<file path="src/hw/rtl/assert_macros.svh">
// Assertion macros shared by the dispatcher RTL.
// Each macro expects clk and rst_n in scope.
`ifndef ASSERT_MACROS_SVH
`define ASSERT_MACROS_SVH

// Consequent checked in the same cycle as the antecedent
`define ASSERT_NOW(label, ante, cons, msg) \
    label: assert property (@(posedge clk) disable iff (!rst_n) (ante) |-> (cons)) \
        else $error(msg);

// Consequent checked in the cycle after the antecedent
`define ASSERT_NEXT(label, ante, cons, msg) \
    label: assert property (@(posedge clk) disable iff (!rst_n) (ante) |=> (cons)) \
        else $error(msg);

`endif

</file>
<file path="src/hw/rtl/ttd_pkg.sv">
// Shared types and constants for the time-triggered task dispatcher.
// No dependencies; used by every module of the block.
package ttd_pkg;

    localparam int TASK_W    = 8;
    localparam int OFFSET_W  = 8;
    localparam int TIME_W    = 32;
    localparam int STAMP_W   = 24;
    localparam int POS_OUT_W = 6;
    localparam int GRP_OUT_W = 3;

    localparam logic [STAMP_W-1:0] STAMP_MAX  = 24'hFF_FFFF;
    localparam logic [TIME_W-1:0]  STAMP_STEP = 32'd2;

    localparam int MAX_RESULTS = 8;
    localparam int RES_CNT_W   = $clog2(MAX_RESULTS + 1);

    typedef enum logic [1:0] {
        KIND_LOAD   = 2'd0,
        KIND_SAMPLE = 2'd1,
        KIND_CLEAR  = 2'd2
    } kind_t;

    typedef struct packed {
        logic [TASK_W-1:0] task_id;
        logic [TIME_W-1:0] due_time;
    } entry_t;

    typedef struct packed {
        logic [TIME_W-1:0] a;
        logic [TIME_W-1:0] b;
        logic              sub;
        logic              cin;
    } alu_req_t;

    typedef struct packed {
        logic [TIME_W-1:0] sum;
        logic              carry;
    } alu_res_t;

    typedef struct packed {
        logic                 valid;
        logic [TASK_W-1:0]    task_id;
        logic [POS_OUT_W-1:0] position;
        logic [GRP_OUT_W-1:0] group;
        logic                 last;
    } result_t;

    typedef struct packed {
        logic busy;
        logic pend_valid;
    } status_t;

endpackage

</file>
<file path="src/hw/rtl/ttd_alu.sv">
// Shared 32-bit add/subtract unit; carry out of a subtract with carry-in set means a >= b.
// Depends on ttd_pkg.
module ttd_alu (
    input  ttd_pkg::alu_req_t req,
    output ttd_pkg::alu_res_t res
);
    import ttd_pkg::*;

    logic [TIME_W-1:0] b_op;
    logic [TIME_W:0]   total;

    always_comb
    begin
        b_op      = req.sub ? ~req.b : req.b;
        total     = {1'b0, req.a} + {1'b0, b_op} + (TIME_W+1)'(req.cin);
        res.sum   = total[TIME_W-1:0];
        res.carry = total[TIME_W];
    end

endmodule

</file>
<file path="src/hw/rtl/ttd_entry_ram.sv">
// Task table storage: one write port, one read port with registered data.
// Depends on ttd_pkg for the entry layout.
module ttd_entry_ram #(
    parameter int DEPTH = 64,
    parameter int AW    = $clog2(DEPTH)
) (
    input  logic            clk,
    input  logic            we,
    input  logic [AW-1:0]   waddr,
    input  ttd_pkg::entry_t wdata,
    input  logic            re,
    input  logic [AW-1:0]   raddr,
    output ttd_pkg::entry_t rdata
);
    import ttd_pkg::*;

    entry_t entry_mem [DEPTH];
    entry_t rdata_reg;

    always_ff @(posedge clk)
    begin
        if (we)
        begin
            entry_mem[waddr] <= wdata;
        end
        if (re)
        begin
            rdata_reg <= entry_mem[raddr];
        end
    end

    assign rdata = rdata_reg;

endmodule

</file>
<file path="src/hw/rtl/ttd_seq.sv">
// Dispatcher sequencer: table loading, group bookkeeping and the per-sample
// walk over all groups through the shared ALU. Depends on ttd_pkg, ttd_alu.
module ttd_seq #(
    parameter int TABLE_DEPTH = 64,
    parameter int GROUPS      = 8,
    parameter int AW          = $clog2(TABLE_DEPTH)
) (
    input  logic                           clk,
    input  logic                           rst_n,
    input  logic                           start,
    input  logic [1:0]                     kind,
    input  logic [ttd_pkg::TASK_W-1:0]     entry_task,
    input  logic [ttd_pkg::OFFSET_W-1:0]   entry_offset,
    input  logic [ttd_pkg::TIME_W-1:0]     entry_time,
    input  logic [ttd_pkg::STAMP_W-1:0]    counter_value,
    output logic                           mem_we,
    output logic [AW-1:0]                  mem_waddr,
    output ttd_pkg::entry_t                mem_wdata,
    output logic                           mem_re,
    output logic [AW-1:0]                  mem_raddr,
    input  ttd_pkg::entry_t                mem_rdata,
    input  logic                           out_free,
    output ttd_pkg::result_t               push,
    output ttd_pkg::status_t               status
);
    import ttd_pkg::*;

    localparam int LPW = $clog2(TABLE_DEPTH + 1);
    localparam int GCW = $clog2(GROUPS + 1);
    localparam int GIW = (GROUPS > 1) ? $clog2(GROUPS) : 1;

    typedef enum logic [2:0] {
        S_IDLE,
        S_STAMP,
        S_ORDER,
        S_DELTA,
        S_ACC,
        S_DUE,
        S_WRAP,
        S_FLUSH
    } state_t;

    state_t               state_reg, state_next;
    logic [LPW-1:0]       load_ptr_reg, load_ptr_next;
    logic                 closed_reg, closed_next;
    logic [GCW-1:0]       grp_cnt_reg, grp_cnt_next;
    logic [AW-1:0]        grp_start_reg [GROUPS];
    logic [AW-1:0]        grp_start_next [GROUPS];
    logic [AW-1:0]        grp_end_reg [GROUPS];
    logic [AW-1:0]        grp_end_next [GROUPS];
    logic [AW-1:0]        grp_cursor_reg [GROUPS];
    logic [AW-1:0]        grp_cursor_next [GROUPS];
    logic [TIME_W-1:0]    grp_elapsed_reg [GROUPS];
    logic [TIME_W-1:0]    grp_elapsed_next [GROUPS];
    logic [STAMP_W-1:0]   prev_stamp_reg, prev_stamp_next;
    logic [STAMP_W-1:0]   sample_reg, sample_next;
    logic [STAMP_W-1:0]   cur_reg, cur_next;
    logic                 ge_reg, ge_next;
    logic [STAMP_W-1:0]   delta_reg, delta_next;
    logic [GCW-1:0]       g_reg, g_next;
    logic [TIME_W-1:0]    acc_reg, acc_next;
    logic                 fire_reg, fire_next;
    logic [TASK_W-1:0]    hit_task_reg, hit_task_next;
    logic [RES_CNT_W-1:0] n_reg, n_next;
    result_t              pend_reg, pend_next;

    alu_req_t             alu_req;
    alu_res_t             alu_res;

    logic [GIW-1:0]       gi;
    logic [GIW-1:0]       load_gi;
    logic [AW-1:0]        pos_cur;
    logic [31:0]          pos_wide;
    logic [31:0]          grp_wide;
    logic                 room;
    logic                 push_old;

    ttd_alu u_alu (
        .req (alu_req),
        .res (alu_res)
    );

    always_comb
    begin
        gi       = g_reg[GIW-1:0];
        load_gi  = grp_cnt_reg[GIW-1:0];
        pos_cur  = grp_start_reg[gi] + grp_cursor_reg[gi];
        pos_wide = 32'(pos_cur);
        grp_wide = 32'(g_reg);
        room     = n_reg < RES_CNT_W'(MAX_RESULTS);
        push_old = fire_reg && room && pend_reg.valid;
    end

    always_comb
    begin
        state_next       = state_reg;
        load_ptr_next    = load_ptr_reg;
        closed_next      = closed_reg;
        grp_cnt_next     = grp_cnt_reg;
        grp_start_next   = grp_start_reg;
        grp_end_next     = grp_end_reg;
        grp_cursor_next  = grp_cursor_reg;
        grp_elapsed_next = grp_elapsed_reg;
        prev_stamp_next  = prev_stamp_reg;
        sample_next      = sample_reg;
        cur_next         = cur_reg;
        ge_next          = ge_reg;
        delta_next       = delta_reg;
        g_next           = g_reg;
        acc_next         = acc_reg;
        fire_next        = fire_reg;
        hit_task_next    = hit_task_reg;
        n_next           = n_reg;
        pend_next        = pend_reg;

        mem_we             = 1'b0;
        mem_waddr          = load_ptr_reg[AW-1:0];
        mem_wdata.task_id  = entry_task;
        mem_wdata.due_time = entry_time;
        mem_re             = 1'b0;
        mem_raddr          = pos_cur;
        push               = '0;

        alu_req.a   = acc_reg;
        alu_req.b   = mem_rdata.due_time;
        alu_req.sub = 1'b1;
        alu_req.cin = 1'b1;

        case (state_reg)
            S_IDLE:
            begin
                if (start)
                begin
                    case (kind)
                        KIND_LOAD:
                        begin
                            if (!closed_reg && load_ptr_reg < LPW'(TABLE_DEPTH))
                            begin
                                mem_we        = 1'b1;
                                load_ptr_next = load_ptr_reg + 1'b1;
                                if (entry_task != '0 && entry_offset == '0)
                                begin
                                    if (grp_cnt_reg < GCW'(GROUPS))
                                    begin
                                        grp_start_next[load_gi] = load_ptr_reg[AW-1:0];
                                    end
                                end
                                else if (entry_task == '0 && entry_offset != '0)
                                begin
                                    // close the open group at this end marker
                                    if (grp_cnt_reg < GCW'(GROUPS))
                                    begin
                                        grp_end_next[load_gi]     = load_ptr_reg[AW-1:0];
                                        grp_cursor_next[load_gi]  = '0;
                                        grp_elapsed_next[load_gi] = '0;
                                        grp_cnt_next              = grp_cnt_reg + 1'b1;
                                    end
                                end
                                else if (entry_task == '0 && entry_offset == '0)
                                begin
                                    closed_next = 1'b1;
                                end
                            end
                        end
                        KIND_SAMPLE:
                        begin
                            sample_next = counter_value;
                            n_next      = '0;
                            state_next  = S_STAMP;
                        end
                        KIND_CLEAR:
                        begin
                            load_ptr_next = '0;
                            closed_next   = 1'b0;
                            grp_cnt_next  = '0;
                            for (int i = 0; i < GROUPS; i++)
                            begin
                                grp_start_next[i]   = '0;
                                grp_end_next[i]     = '0;
                                grp_cursor_next[i]  = '0;
                                grp_elapsed_next[i] = '0;
                            end
                        end
                        default:
                        begin
                        end
                    endcase
                end
            end
            S_STAMP:
            begin
                // step the sample down by two, wrap to full scale below two
                alu_req.a  = TIME_W'(sample_reg);
                alu_req.b  = STAMP_STEP;
                cur_next   = alu_res.carry ? alu_res.sum[STAMP_W-1:0] : STAMP_MAX;
                state_next = S_ORDER;
            end
            S_ORDER:
            begin
                alu_req.a  = TIME_W'(cur_reg);
                alu_req.b  = TIME_W'(prev_stamp_reg);
                ge_next    = alu_res.carry;
                state_next = S_DELTA;
            end
            S_DELTA:
            begin
                // on wrap the elapsed count is one less than the plain difference
                alu_req.a       = TIME_W'(prev_stamp_reg);
                alu_req.b       = TIME_W'(cur_reg);
                alu_req.cin     = !ge_reg;
                delta_next      = alu_res.sum[STAMP_W-1:0];
                prev_stamp_next = cur_reg;
                g_next          = '0;
                state_next      = (grp_cnt_reg == '0) ? S_IDLE : S_ACC;
            end
            S_ACC:
            begin
                alu_req.a   = grp_elapsed_reg[gi];
                alu_req.b   = TIME_W'(delta_reg);
                alu_req.sub = 1'b0;
                alu_req.cin = 1'b0;
                acc_next    = alu_res.sum;
                mem_re      = 1'b1;
                mem_raddr   = pos_cur;
                state_next  = S_DUE;
            end
            S_DUE:
            begin
                fire_next     = alu_res.carry;
                hit_task_next = mem_rdata.task_id;
                mem_re        = 1'b1;
                mem_raddr     = grp_end_reg[gi];
                state_next    = S_WRAP;
            end
            S_WRAP:
            begin
                // hold while an older result cannot leave
                if (!(push_old && !out_free))
                begin
                    grp_elapsed_next[gi] = acc_reg;
                    if (fire_reg)
                    begin
                        if ((AW+1)'(pos_cur) + 1'b1 < (AW+1)'(grp_end_reg[gi]))
                        begin
                            grp_cursor_next[gi] = grp_cursor_reg[gi] + 1'b1;
                        end
                        else
                        begin
                            grp_cursor_next[gi] = '0;
                        end
                        if (alu_res.carry)
                        begin
                            grp_elapsed_next[gi] = '0;
                        end
                    end
                    if (fire_reg && room)
                    begin
                        if (push_old)
                        begin
                            push      = pend_reg;
                            push.last = 1'b0;
                        end
                        pend_next.valid    = 1'b1;
                        pend_next.task_id  = hit_task_reg;
                        pend_next.position = pos_wide[POS_OUT_W-1:0];
                        pend_next.group    = grp_wide[GRP_OUT_W-1:0];
                        pend_next.last     = 1'b0;
                        n_next             = n_reg + 1'b1;
                    end
                    if (g_reg + 1'b1 < grp_cnt_reg)
                    begin
                        g_next     = g_reg + 1'b1;
                        state_next = S_ACC;
                    end
                    else
                    begin
                        state_next = S_FLUSH;
                    end
                end
            end
            S_FLUSH:
            begin
                if (!pend_reg.valid)
                begin
                    state_next = S_IDLE;
                end
                else if (out_free)
                begin
                    push            = pend_reg;
                    push.last       = 1'b1;
                    pend_next.valid = 1'b0;
                    state_next      = S_IDLE;
                end
            end
            default:
            begin
                state_next = S_IDLE;
            end
        endcase
    end

    always_ff @(posedge clk or negedge rst_n)
    begin
        if (!rst_n)
        begin
            state_reg      <= S_IDLE;
            load_ptr_reg   <= '0;
            closed_reg     <= 1'b0;
            grp_cnt_reg    <= '0;
            for (int i = 0; i < GROUPS; i++)
            begin
                grp_start_reg[i]   <= '0;
                grp_end_reg[i]     <= '0;
                grp_cursor_reg[i]  <= '0;
                grp_elapsed_reg[i] <= '0;
            end
            prev_stamp_reg <= STAMP_MAX;
            sample_reg     <= '0;
            cur_reg        <= '0;
            ge_reg         <= 1'b0;
            delta_reg      <= '0;
            g_reg          <= '0;
            acc_reg        <= '0;
            fire_reg       <= 1'b0;
            hit_task_reg   <= '0;
            n_reg          <= '0;
            pend_reg       <= '0;
        end
        else
        begin
            state_reg       <= state_next;
            load_ptr_reg    <= load_ptr_next;
            closed_reg      <= closed_next;
            grp_cnt_reg     <= grp_cnt_next;
            grp_start_reg   <= grp_start_next;
            grp_end_reg     <= grp_end_next;
            grp_cursor_reg  <= grp_cursor_next;
            grp_elapsed_reg <= grp_elapsed_next;
            prev_stamp_reg  <= prev_stamp_next;
            sample_reg      <= sample_next;
            cur_reg         <= cur_next;
            ge_reg          <= ge_next;
            delta_reg       <= delta_next;
            g_reg           <= g_next;
            acc_reg         <= acc_next;
            fire_reg        <= fire_next;
            hit_task_reg    <= hit_task_next;
            n_reg           <= n_next;
            pend_reg        <= pend_next;
        end
    end

    assign status.busy       = (state_reg != S_IDLE);
    assign status.pend_valid = pend_reg.valid;

endmodule

</file>
<file path="src/hw/rtl/time_triggered_task_dispatcher.sv">
// Load and clear beats leave the block idle, ready again the next cycle. A sample
// keeps it busy through stamp, order, delta, then accumulate, due and wrap per
// closed group and a flush (no group: done after delta), sharing one 32-bit ALU
// and the entry RAM's single read port. A stalled result port stretches the walk.
// Reset (async, active low) clears control and group state; the entry RAM is
// not cleared, and its entries are only read after being loaded.
module time_triggered_task_dispatcher #(
    parameter int TABLE_DEPTH = 64,
    parameter int GROUPS      = 8
) (
    input  logic                           clk,
    input  logic                           rst_n,
    input  logic                           in_valid,
    output logic                           in_stall,
    input  logic [1:0]                     kind,
    input  logic [ttd_pkg::TASK_W-1:0]     entry_task,
    input  logic [ttd_pkg::OFFSET_W-1:0]   entry_offset,
    input  logic [ttd_pkg::TIME_W-1:0]     entry_time,
    input  logic [ttd_pkg::STAMP_W-1:0]    counter_value,
    output logic                           out_valid,
    input  logic                           out_stall,
    output logic [ttd_pkg::TASK_W-1:0]     fired_task,
    output logic [ttd_pkg::POS_OUT_W-1:0]  fired_position,
    output logic [ttd_pkg::GRP_OUT_W-1:0]  fired_group,
    output logic                           last
);
    import ttd_pkg::*;

    `include "assert_macros.svh"

    localparam int AW = $clog2(TABLE_DEPTH);

    logic                 mem_we;
    logic [AW-1:0]        mem_waddr;
    entry_t               mem_wdata;
    logic                 mem_re;
    logic [AW-1:0]        mem_raddr;
    entry_t               mem_rdata;
    logic                 out_free;
    result_t              push;
    status_t              status;

    logic                 out_valid_reg;
    logic [TASK_W-1:0]    out_task_reg;
    logic [POS_OUT_W-1:0] out_pos_reg;
    logic [GRP_OUT_W-1:0] out_grp_reg;
    logic                 out_last_reg;

    ttd_entry_ram #(
        .DEPTH (TABLE_DEPTH),
        .AW    (AW)
    ) u_ram (
        .clk   (clk),
        .we    (mem_we),
        .waddr (mem_waddr),
        .wdata (mem_wdata),
        .re    (mem_re),
        .raddr (mem_raddr),
        .rdata (mem_rdata)
    );

    ttd_seq #(
        .TABLE_DEPTH (TABLE_DEPTH),
        .GROUPS      (GROUPS),
        .AW          (AW)
    ) u_seq (
        .clk           (clk),
        .rst_n         (rst_n),
        .start         (in_valid && !in_stall),
        .kind          (kind),
        .entry_task    (entry_task),
        .entry_offset  (entry_offset),
        .entry_time    (entry_time),
        .counter_value (counter_value),
        .mem_we        (mem_we),
        .mem_waddr     (mem_waddr),
        .mem_wdata     (mem_wdata),
        .mem_re        (mem_re),
        .mem_raddr     (mem_raddr),
        .mem_rdata     (mem_rdata),
        .out_free      (out_free),
        .push          (push),
        .status        (status)
    );

    assign in_stall = status.busy;
    assign out_free = !out_valid_reg || !out_stall;

    always_ff @(posedge clk or negedge rst_n)
    begin
        if (!rst_n)
        begin
            out_valid_reg <= 1'b0;
        end
        else if (push.valid)
        begin
            out_valid_reg <= 1'b1;
        end
        else if (!out_stall)
        begin
            out_valid_reg <= 1'b0;
        end
    end

    // load the output beat only when the slot is free
    always_ff @(posedge clk)
    begin
        if (push.valid)
        begin
            out_task_reg <= push.task_id;
            out_pos_reg  <= push.position;
            out_grp_reg  <= push.group;
            out_last_reg <= push.last;
        end
    end

    assign out_valid      = out_valid_reg;
    assign fired_task     = out_task_reg;
    assign fired_position = out_pos_reg;
    assign fired_group    = out_grp_reg;
    assign last           = out_last_reg;

    `ASSERT_NOW(a_push_slot_free, push.valid, out_free, "result pushed into an occupied output slot")
    `ASSERT_NEXT(a_sample_busy, in_valid && !in_stall && kind == KIND_SAMPLE, status.busy, "sample beat did not start the group walk")
    `ASSERT_NEXT(a_load_ready, in_valid && !in_stall && kind == KIND_LOAD, !status.busy, "load beat left the block busy")
    `ASSERT_NOW(a_idle_no_pending, !status.busy, !status.pend_valid, "pending result left behind when idle")

endmodule
</file>
<file path="config.mk">
export PLATFORM = sky130hd
export DESIGN_NAME = time_triggered_task_dispatcher
export DESIGN_NICKNAME = d
export VERILOG_FILES = /design/src/hw/rtl/ttd_pkg.sv /design/src/hw/rtl/ttd_alu.sv /design/src/hw/rtl/ttd_entry_ram.sv /design/src/hw/rtl/ttd_seq.sv /design/src/hw/rtl/time_triggered_task_dispatcher.sv
export VERILOG_INCLUDE_DIRS = /design/src /design/src/hw/rtl
export SDC_FILE = /design/constraint.sdc
export NUM_CORES = 2
export LEC_CHECK = 0
export ABC_AREA = 1
export BUFFER_PORTS_ARGS = -buffer_cell sky130_fd_sc_hd__buf_4
export CAP_MARGIN = 25
export CORE_ASPECT_RATIO = 1.5
export CORE_UTILIZATION = 41
export DETAILED_ROUTE_END_ITERATION = 6
export GPL_ROUTABILITY_DRIVEN = 0
export PLACE_DENSITY = 0.61
export SYNTH_ARGS = -nofsm -noshare
export SYNTH_HDL_FRONTEND = slang
export SYNTH_SLANG_ARGS = --single-unit
</file>
<file path="constraint.sdc">
create_clock -name clk -period 6.74 [get_ports clk]
set_input_delay 1.011 -clock clk [delete_from_list [all_inputs] [get_ports clk]]
set_output_delay 1.011 -clock clk [all_outputs]
set_load 0.02 [all_outputs]
</file>
---- Word-level counts from Yosys, hierarchy flattened ----
Memories as Yosys holds them, arrays and structs flattened. A register that Yosys moved wholly into a read port is not among the register bits.
Index checks and enable logic that the tools add are counted.
operators by class
  $add $sub $neg .......................... 9
  $lt $le $gt $ge ......................... 9
  equal/unequal tests ..................... 29
  mux-type cells .......................... 106
  bitwise logic cells ..................... 12
  reductions and logical operators ........ 42
operators with widths
  operator                                 count
  two-way mux 256 bit                      8
  one-hot mux 256 bit (2 select lines)     2
  two-way mux 48 bit                       15
  bitwise AND 256 bit                      2
  inverter 256 bit                         2
  one-hot mux 48 bit (2 select lines)      4
  bitwise mux 256 bit                      1
  one-hot mux 64 bit (4 select lines)      1
  demux 32 bit (select 3 bit)              2
  two-way mux 32 bit                       5
  bitwise mux 48 bit                       3
  two-way mux 19 bit                       7
  bitwise AND 48 bit                       2
  binary-select mux 32 bit (select 3 bit)  1
  inverter 48 bit                          2
  binary-select mux 6 bit (select 3 bit)   3
  two-way mux 6 bit                        9
  two-way mux 4 bit                        10
  one-hot mux 19 bit (2 select lines)      1
  demux 6 bit (select 3 bit)               2
  adder 32 x 32 -> 33 bit                  1
  adder 33 x 1 -> 33 bit                   1
  inverter 32 bit                          1
  two-way mux 24 bit                       1
  other kinds (48)                         121
word-level totals
  flip-flop bits (word level) ............. 598
  bits in writable memories ............... 2560
  input port bits ......................... 78
  output and inout bits ................... 20
  logic and storage cells ................. 263
  memories kept ........................... 1
memory list
  name             words  width  read ports  clocked after memory_dff  wr ports  line                 text
  u_ram.entry_mem  64     40     1           1                         1         ttd_entry_ram.sv:17  entry_t entry_mem [DEPTH];

---- Logic depth before layout (Yosys ltp) ----
  depth after elaboration ................. 14
  mapped depth ............................ 32

---- Hierarchy ----
From an unflattened synthesis, not the netlist that was laid out.
unflattened totals
  cells, all modules ...................... 13120
  area, all modules ....................... 137863.5 µm²
by module, submodules not included
  module                          instances  cells an instance  area each (µm²)  seq. area each (µm²)
  ttd_entry_ram                   1          8453               103531.8         78074.9
  ttd_seq                         1          4090               30986.0          14518.9
  ttd_alu                         1          553                2756.4           0.0
  time_triggered_task_dispatcher  1          24                 589.3            565.5

---- Worst setup path before layout ----
OpenSTA, ideal clock, no wires.
  path type ............................... reg2reg
  from .................................... reg u_seq.g_reg[0]
  to ...................................... reg u_seq.grp_cursor_reg[13] in the netlist's numbering
  setup time .............................. 0.116 ns
  data arrival time ....................... 4.619 ns
  slack ................................... 2.004 ns
  cell stages (with the launch flop) ...... 30
  buffers on the path ..................... 7
  period minus slack after synthesis ...... 4.736 ns
  cell sequence ........................... dfrtp_1 buf_4 buf_4 nor2_2 clkbuf_1 buf_2 buf_1 a221oi_1 nand4_1 ha_1 inv_1 fa_1 xnor2_1 inv_1 nor3_1 xnor2_1 inv_1 ha_1 nand2_1 inv_1 nand2_1 nand2_1 nand2_2 nand3_2 buf_2 buf_2 a21oi_1 nor2_1 nand2_1 nand2_1
on the way
  word-level cells in the longest chain between the ends .. 11
  elaborated cells between the ends (all ways) .. 26
  classes of those cells .................. add/sub (3); order compare (3); mux (16); bitwise (3); reduce/logical (1)
RTL lines
  item                                                                   line                                           text
  start: declaration                                                     ttd_seq.sv:60                                  logic [GCW-1:0] g_reg, g_next;
  start signal: assignment                                               ttd_seq.sv:344                                 g_reg <= g_next;
  inverter 3 -> 4 bit (not written as such) (*)                          -
  binary-select mux 6 bit (select 3 bit), or another cell as far along   ttd_seq.sv:87                                  pos_cur = grp_start_reg[gi] + grp_cursor_reg[gi];
  two-way mux 6 bit (not written as such), or another cell as far along  ttd_seq.sv:87
  two-way mux 6 bit (on tied branches)                                   ttd_seq.sv:87, ttd_seq.sv:245, ttd_seq.sv:249
  adder 6 bit or demux 6 bit (select 3 bit) (tied branches)              ttd_seq.sv:87, ttd_seq.sv:245, ttd_seq.sv:249
  adder 6 x 1 -> 7 bit or inverter 48 bit (tied branches)                -
  < comparator 7 x 6 -> 1 bit or bitwise AND 48 bit (tied branches)      -
  two-way mux 48 bit (*)                                                 ttd_seq.sv:243                                 if ((AW+1)'(pos_cur) + 1'b1 < (AW+1)'(grp_end_reg[gi]))
  two-way mux 48 bit (*)                                                 ttd_seq.sv:241                                 if (fire_reg)
  two-way mux 48 bit (*)                                                 ttd_seq.sv:238                                 if (!(push_old && !out_free))
  one-hot mux 48 bit (2 select lines) (*)                                ttd_seq.sv:129                                 case (state_reg)
  end signal: assignment                                                 ttd_seq.sv:337                                 grp_cursor_reg <= grp_cursor_next;
  end: declaration                                                       ttd_seq.sv:51                                  logic [AW-1:0] grp_cursor_reg [GROUPS];
Mark *: on every way between the ends. The rest lies on a longest branch, timed or not. The select of a mux whose other input is x is not followed.
A chain may end at the register's enable or synchronous reset.

---- Worst setup path in the final report ----
  from .................................... reg u_seq.g_reg[0]
  to ...................................... reg u_seq.grp_elapsed_reg[11] in the netlist's numbering
on the way
  word-level cells in the longest chain between the ends .. 11
  elaborated cells between the ends (all ways) .. 19
  classes of those cells .................. add/sub (2); order compare (2); mux (11); bitwise (3); reduce/logical (1)
RTL lines
  item                                                                                line                                            text
  inverter 3 -> 4 bit (not written as such) (*)                                       ttd_seq.sv:218, ttd_seq.sv:240, ttd_seq.sv:253
  binary-select mux 32 bit (select 3 bit), or another cell as far along               ttd_seq.sv:218                                  alu_req.a = grp_elapsed_reg[gi];
  two-way mux 32 bit (not written as such) or logical AND 1 bit (tied branches)       ttd_seq.sv:218, ttd_seq.sv:240, ttd_seq.sv:253
  two-way mux 32 bit (on tied branches)                                               ttd_seq.sv:218, ttd_seq.sv:240, ttd_seq.sv:253
  one-hot mux 64 bit (4 select lines) or demux 32 bit (select 3 bit) (tied branches)  ttd_seq.sv:129, ttd_seq.sv:240, ttd_seq.sv:253
  adder 32 x 32 -> 33 bit, or another cell as far along                               ttd_alu.sv:15                                   total = {1'b0, req.a} + {1'b0, b_op} + (TIME_W+1)'(req.cin);
  adder 33 x 1 -> 33 bit or bitwise AND 256 bit (tied branches)                       -
  two-way mux 256 bit                                                                 ttd_seq.sv:251                                  if (alu_res.carry)
  two-way mux 256 bit (*)                                                             ttd_seq.sv:241
  two-way mux 256 bit (*)                                                             ttd_seq.sv:238
  one-hot mux 256 bit (2 select lines) (*)                                            ttd_seq.sv:129
  end signal: assignment                                                              ttd_seq.sv:338                                  grp_elapsed_reg <= grp_elapsed_next;
  end: declaration                                                                    ttd_seq.sv:53                                   logic [TIME_W-1:0] grp_elapsed_reg [GROUPS];
Marked as above.

==> parameters.txt <==
Parameter                              Value

Clock tree
  Longest Clk Path Bufs ... 4
  Post-cts gate resize count ... 0
  Hold buffer count at CTS ... 0
  Number of buffers added by the clock tree synthesis step ... 311
  Buffer count from post-CTS setup fixing ... 0
  Clock net sink count ... 3,198
  Worst-skew pair later-pin latency ... 920 ps
  H-Tree Depth ... 5
  Clk pin slew, worst setup/hold paths ... 70 ps
  CTS Root Cell ... sky130_fd_sc_hd__clkbuf_16
  Clock tree from TritonCTS ... yes

Finish
  Number of non-filler instances in the completed layout ... 17,800
  Number of flip-flops under the largest register name ... 2,560
  Number of nets at the end of the flow ... 13,200
  Ratio of cells with drive above 1 in the final layout ... 7.73%
  Post-route cell area ... 156,000 sq um
  Area growth from synthesis to layout ... 12.0%

STA
  Rel. slew slack ... 16.9%
  Final hold violation count ... 0
  Portion of the clock cycle consumed by the worst path in the final layout ... 90.3%
  Max Clk Rate ... 164 MHz
  Layout Skew ... 40.2 ps
  Minimum period implied by the final worst setup slack ... 6080 ps
  Tightest Pin Transition ... 1250 ps
  Setup repair after global routing missed its margin ... no
  Slew Viols, Final ... 0
  Setup TNS ... 0 ps
  WHS ... 71.2 ps
  Setup-failing EPs final ... 0

Synthesis
  Cell area after technology mapping ... 139,000 sq um
  Top-count cell post-synth ... sky130_fd_sc_hd__nand2_1
  Number of enable flip-flop cells after synthesis ... 2,618
  Register bit total from synthesis ... 3,198
  Sequential fraction of the synthesis area ... 66.9%
  Gate Count Post-Synth ... 13,300
  Library cell with the largest summed area after synthesis ... sky130_fd_sc_hd__edfxtp_1
  Share of the synthesized area in the top cell type ... 56.4%
  Top cells by area in the synthesized netlist ... sky130_fd_sc_hd__edfxtp_1 56%, sky130_fd_sc_hd__nand3_1 12%, sky130_fd_sc_hd__nand2_1 10%
  Commonest cells post-synth ... 3,784 x sky130_fd_sc_hd__nand2_1, 3,268 x sky130_fd_sc_hd__nand3_1, 2,618 x sky130_fd_sc_hd__edfxtp_1
  Post-synthesis average cell area ... 10.5 sq um
  Most used flip-flop cell after synthesis ... sky130_fd_sc_hd__edfxtp_1
  Netlist cell types ... 62
  Number of warning messages in the yosys log ... 0
  Number of nets produced by synthesis ... 13,500
  Fraction of registers with async set/reset ... 18.1%

Critical path
  Critical Path RT ... 7530 ps
  Worst r2r dst ... u_seq.grp_elapsed_reg[11]$_DFFE_PN0P_
  Cell family contributing the most delay on the critical path ... compound AO/OA/AOI/OAI gates
  Worst R2R Path Depth ... 20
  Library cell contributing the largest single delay on the critical path ... sky130_fd_sc_hd__inv_2
  Most frequent cell on the critical path ... sky130_fd_sc_hd__nand2_1
  Crit end category ... flop
  Worst Path Max Fanout ... 34
  Buffer and inverter count on the worst path ... 4
  Worst reg2reg path startpoint ... u_seq.g_reg[0]$_DFFE_PN0P_
  Critical path start-end classification ... flop to flop
  Critical path launch point type ... flop
  Signal arrival time at the worst endpoint ... 6870 ps
  Biggest cell delay along the critical path ... 650 ps
  Worst setup path startpoint ... u_seq.g_reg[0]$_DFFE_PN0P_
  Register-to-register setup slack ... 660 ps
  Ordered list of cells on the worst path ... inv_4 > nor2_4 > inv_2 > buf_4 > o21ai_0 > o31ai_1 > a22oi_1 > ha_1 > nand3_1 > nand3_1 > a21boi_1 > o21ai_0 > nand2_1 > nand2_1 > a21oi_1 > o21ai_2 > nand3_2 > buf_4 > nand2_1 > nand2_1

Flow run
  Maximum Capacitance Violations ... 0

Routing
  Avg Vias per Cell ... 5.88
  Vias after detailed routing ... 105,000
  Number of routed nets with antenna violations ... 0
  Per-cell routed wire length ... 26.8 microns
  Number of detailed-routing iterations run before antenna repair ... 7
  Routed WL ... 479 mm
  Initial DRC Count ... 12,200
  Post-route DRC ... 26

Status
  Status ... finished with violations
  Violations in the final reports ... design-rule violations

Global route
  GR Overflow Total ... 0
  Vias in the first global route ... 99,700
  Antenna violations before repair ... 25
  Total routing resource utilization after global routing ... 27.4%
  Wire length of the first global-routing pass ... 693 mm
  Pin count of the biggest net entering global routing ... 199

Floorplanning
  Horizontal extent of the die ... 478 microns
  I/O pin count ... 98
  Row Count ... 261
  Initial cell density of the core ... 41.3%
  Area inside the core boundary ... 337,000 sq um
  Vertical die dimension ... 716 microns
  Die area ... 342,000 sq um

Worst hold path
  Kind of path behind the tightest hold check ... input port to async pin

Place
  DPL Wire Length ... 268 mm
  Area post-placement ... 146,000 sq um
  Placed Cells incl. Taps ... 17,300
  Number of input and output port buffers inserted ... 97

Power
  Peak ir drop on the vdd network ... 0.000455 V
  Total Power ... 0.0781 W
  Power per cell area ... 500 nW/um^2
  Standby leakage power ... 57.3 nW
## worst register-to-register path, stage by stage, from the launching register on
cell and delay, ps:
sky130_fd_sc_hd__dfrtp_2 570, sky130_fd_sc_hd__inv_4 430, sky130_fd_sc_hd__nor2_4 150, sky130_fd_sc_hd__inv_2 650
sky130_fd_sc_hd__buf_4 380, sky130_fd_sc_hd__o21ai_0 100, sky130_fd_sc_hd__o31ai_1 400, sky130_fd_sc_hd__a22oi_1 150
sky130_fd_sc_hd__ha_1 390, sky130_fd_sc_hd__nand3_1 80, sky130_fd_sc_hd__nand3_1 190, sky130_fd_sc_hd__a21boi_1 110
sky130_fd_sc_hd__o21ai_0 320, sky130_fd_sc_hd__nand2_1 120, sky130_fd_sc_hd__nand2_1 160, sky130_fd_sc_hd__a21oi_1 160
sky130_fd_sc_hd__o21ai_2 600, sky130_fd_sc_hd__nand3_2 370, sky130_fd_sc_hd__buf_4 400, sky130_fd_sc_hd__nand2_1 210
sky130_fd_sc_hd__nand2_1 50
## power by group
part,internal (W),switching (W)
Combinational,0.0102,0.0254
Sequential,0.0232,0.00158
Clock,0.00988,0.00782
Total,0.0432,0.0348
## worst max-delay path by stage
stage / end / slack, ps / cells after the start
final: u_seq.grp_elapsed_reg[11]$_DFFE_PN0P_ / 660 / 20
after global routing: u_ram.rdata[0]$_DFFE_PN_ / 370 / 19
after CTS: u_ram.rdata[13]$_DFFE_PN_ / 750 / 19
after detailed placement: u_ram.rdata[0]$_DFFE_PN_ / 790 / 19
after global placement: u_ram.rdata[0]$_DFFE_PN_ / 830 / 19
after floorplan: u_seq.grp_cursor_reg[13]$_DFFE_PN0P_ / 2000 / 29
## logic make-up (layout without fill, tap and decap cells)
family | after synthesis | after routing | share of synthesized area, %
AO/OA/AOI/OAI | 958 | 958 | 4.32
XOR/XNOR | 45 | 45 | 0.283
other | 0 | 15 | 0
flip-flops | 3198 | 3198 | 66.9
buffers and inverters | 1291 | 1328 | 3.95
AND/OR/NAND/NOR | 7771 | 7771 | 24.1
adder cells (fa/ha/maj) | 54 | 54 | 0.501
multiplexers | 2 | 2 | 0.0144
## layout make-up
type,count,area [sq um]
fill,30600,181000
sequential,3198,93200
multi-input combinational,8830,41500
clock buffer,379,8210
tap,4471,5590
timing repair buffer,409,4430
clock inverter,176,1800
inverter,364,1380
antenna,15,37.5
## stage by stage
| stage | util, % | setup WS, ps |
|---|---|---|
| after floorplan | - | 2000 |
| after global placement | 43.3 | 830 |
| after detailed placement | 43.3 | 789 |
| after CTS | 46.2 | 750 |
| after global routing | 46.3 | 375 |
| final | 46.3 | 657 |
## cells in the final DEF, fill, tap and decap left out, types with 17 or more instances in the layout
cell                        count
sky130_fd_sc_hd__clkinv_2      63
sky130_fd_sc_hd__a211oi_1     199
sky130_fd_sc_hd__edfxtp_1    2618
sky130_fd_sc_hd__nand3_1     3262
sky130_fd_sc_hd__clkinv_1      59
sky130_fd_sc_hd__o21bai_1      23
sky130_fd_sc_hd__inv_1        340
sky130_fd_sc_hd__clkbuf_1      58
sky130_fd_sc_hd__a22oi_1       43
sky130_fd_sc_hd__nor3_1        22
sky130_fd_sc_hd__dfrtp_1      555
sky130_fd_sc_hd__dfstp_2       24
sky130_fd_sc_hd__nor2_4        75
sky130_fd_sc_hd__nand2_1     3779
sky130_fd_sc_hd__nor2_1       535
sky130_fd_sc_hd__o221ai_1      23
sky130_fd_sc_hd__clkbuf_16    317
sky130_fd_sc_hd__ha_1          51
sky130_fd_sc_hd__buf_4        299
sky130_fd_sc_hd__buf_12       105
sky130_fd_sc_hd__xor2_1        30
sky130_fd_sc_hd__o21ai_1       28
sky130_fd_sc_hd__a21oi_1      128
sky130_fd_sc_hd__o22ai_1       30
sky130_fd_sc_hd__a221oi_1      32
sky130_fd_sc_hd__o21ai_0      350
sky130_fd_sc_hd__bufinv_16     30
sky130_fd_sc_hd__nand4_1       29
sky130_fd_sc_hd__o21a_1        17
## routing by layer
layer	vias up	GRT usage, %	share of wire (%)
met5	-	0	0.014
met4	10	16.9	6.8
met3	1350	4.65	8.9
met2	5573	45.6	48
met1	51800	33.1	36
li1	46300	-	-
Power figures use the tool's default switching activity.
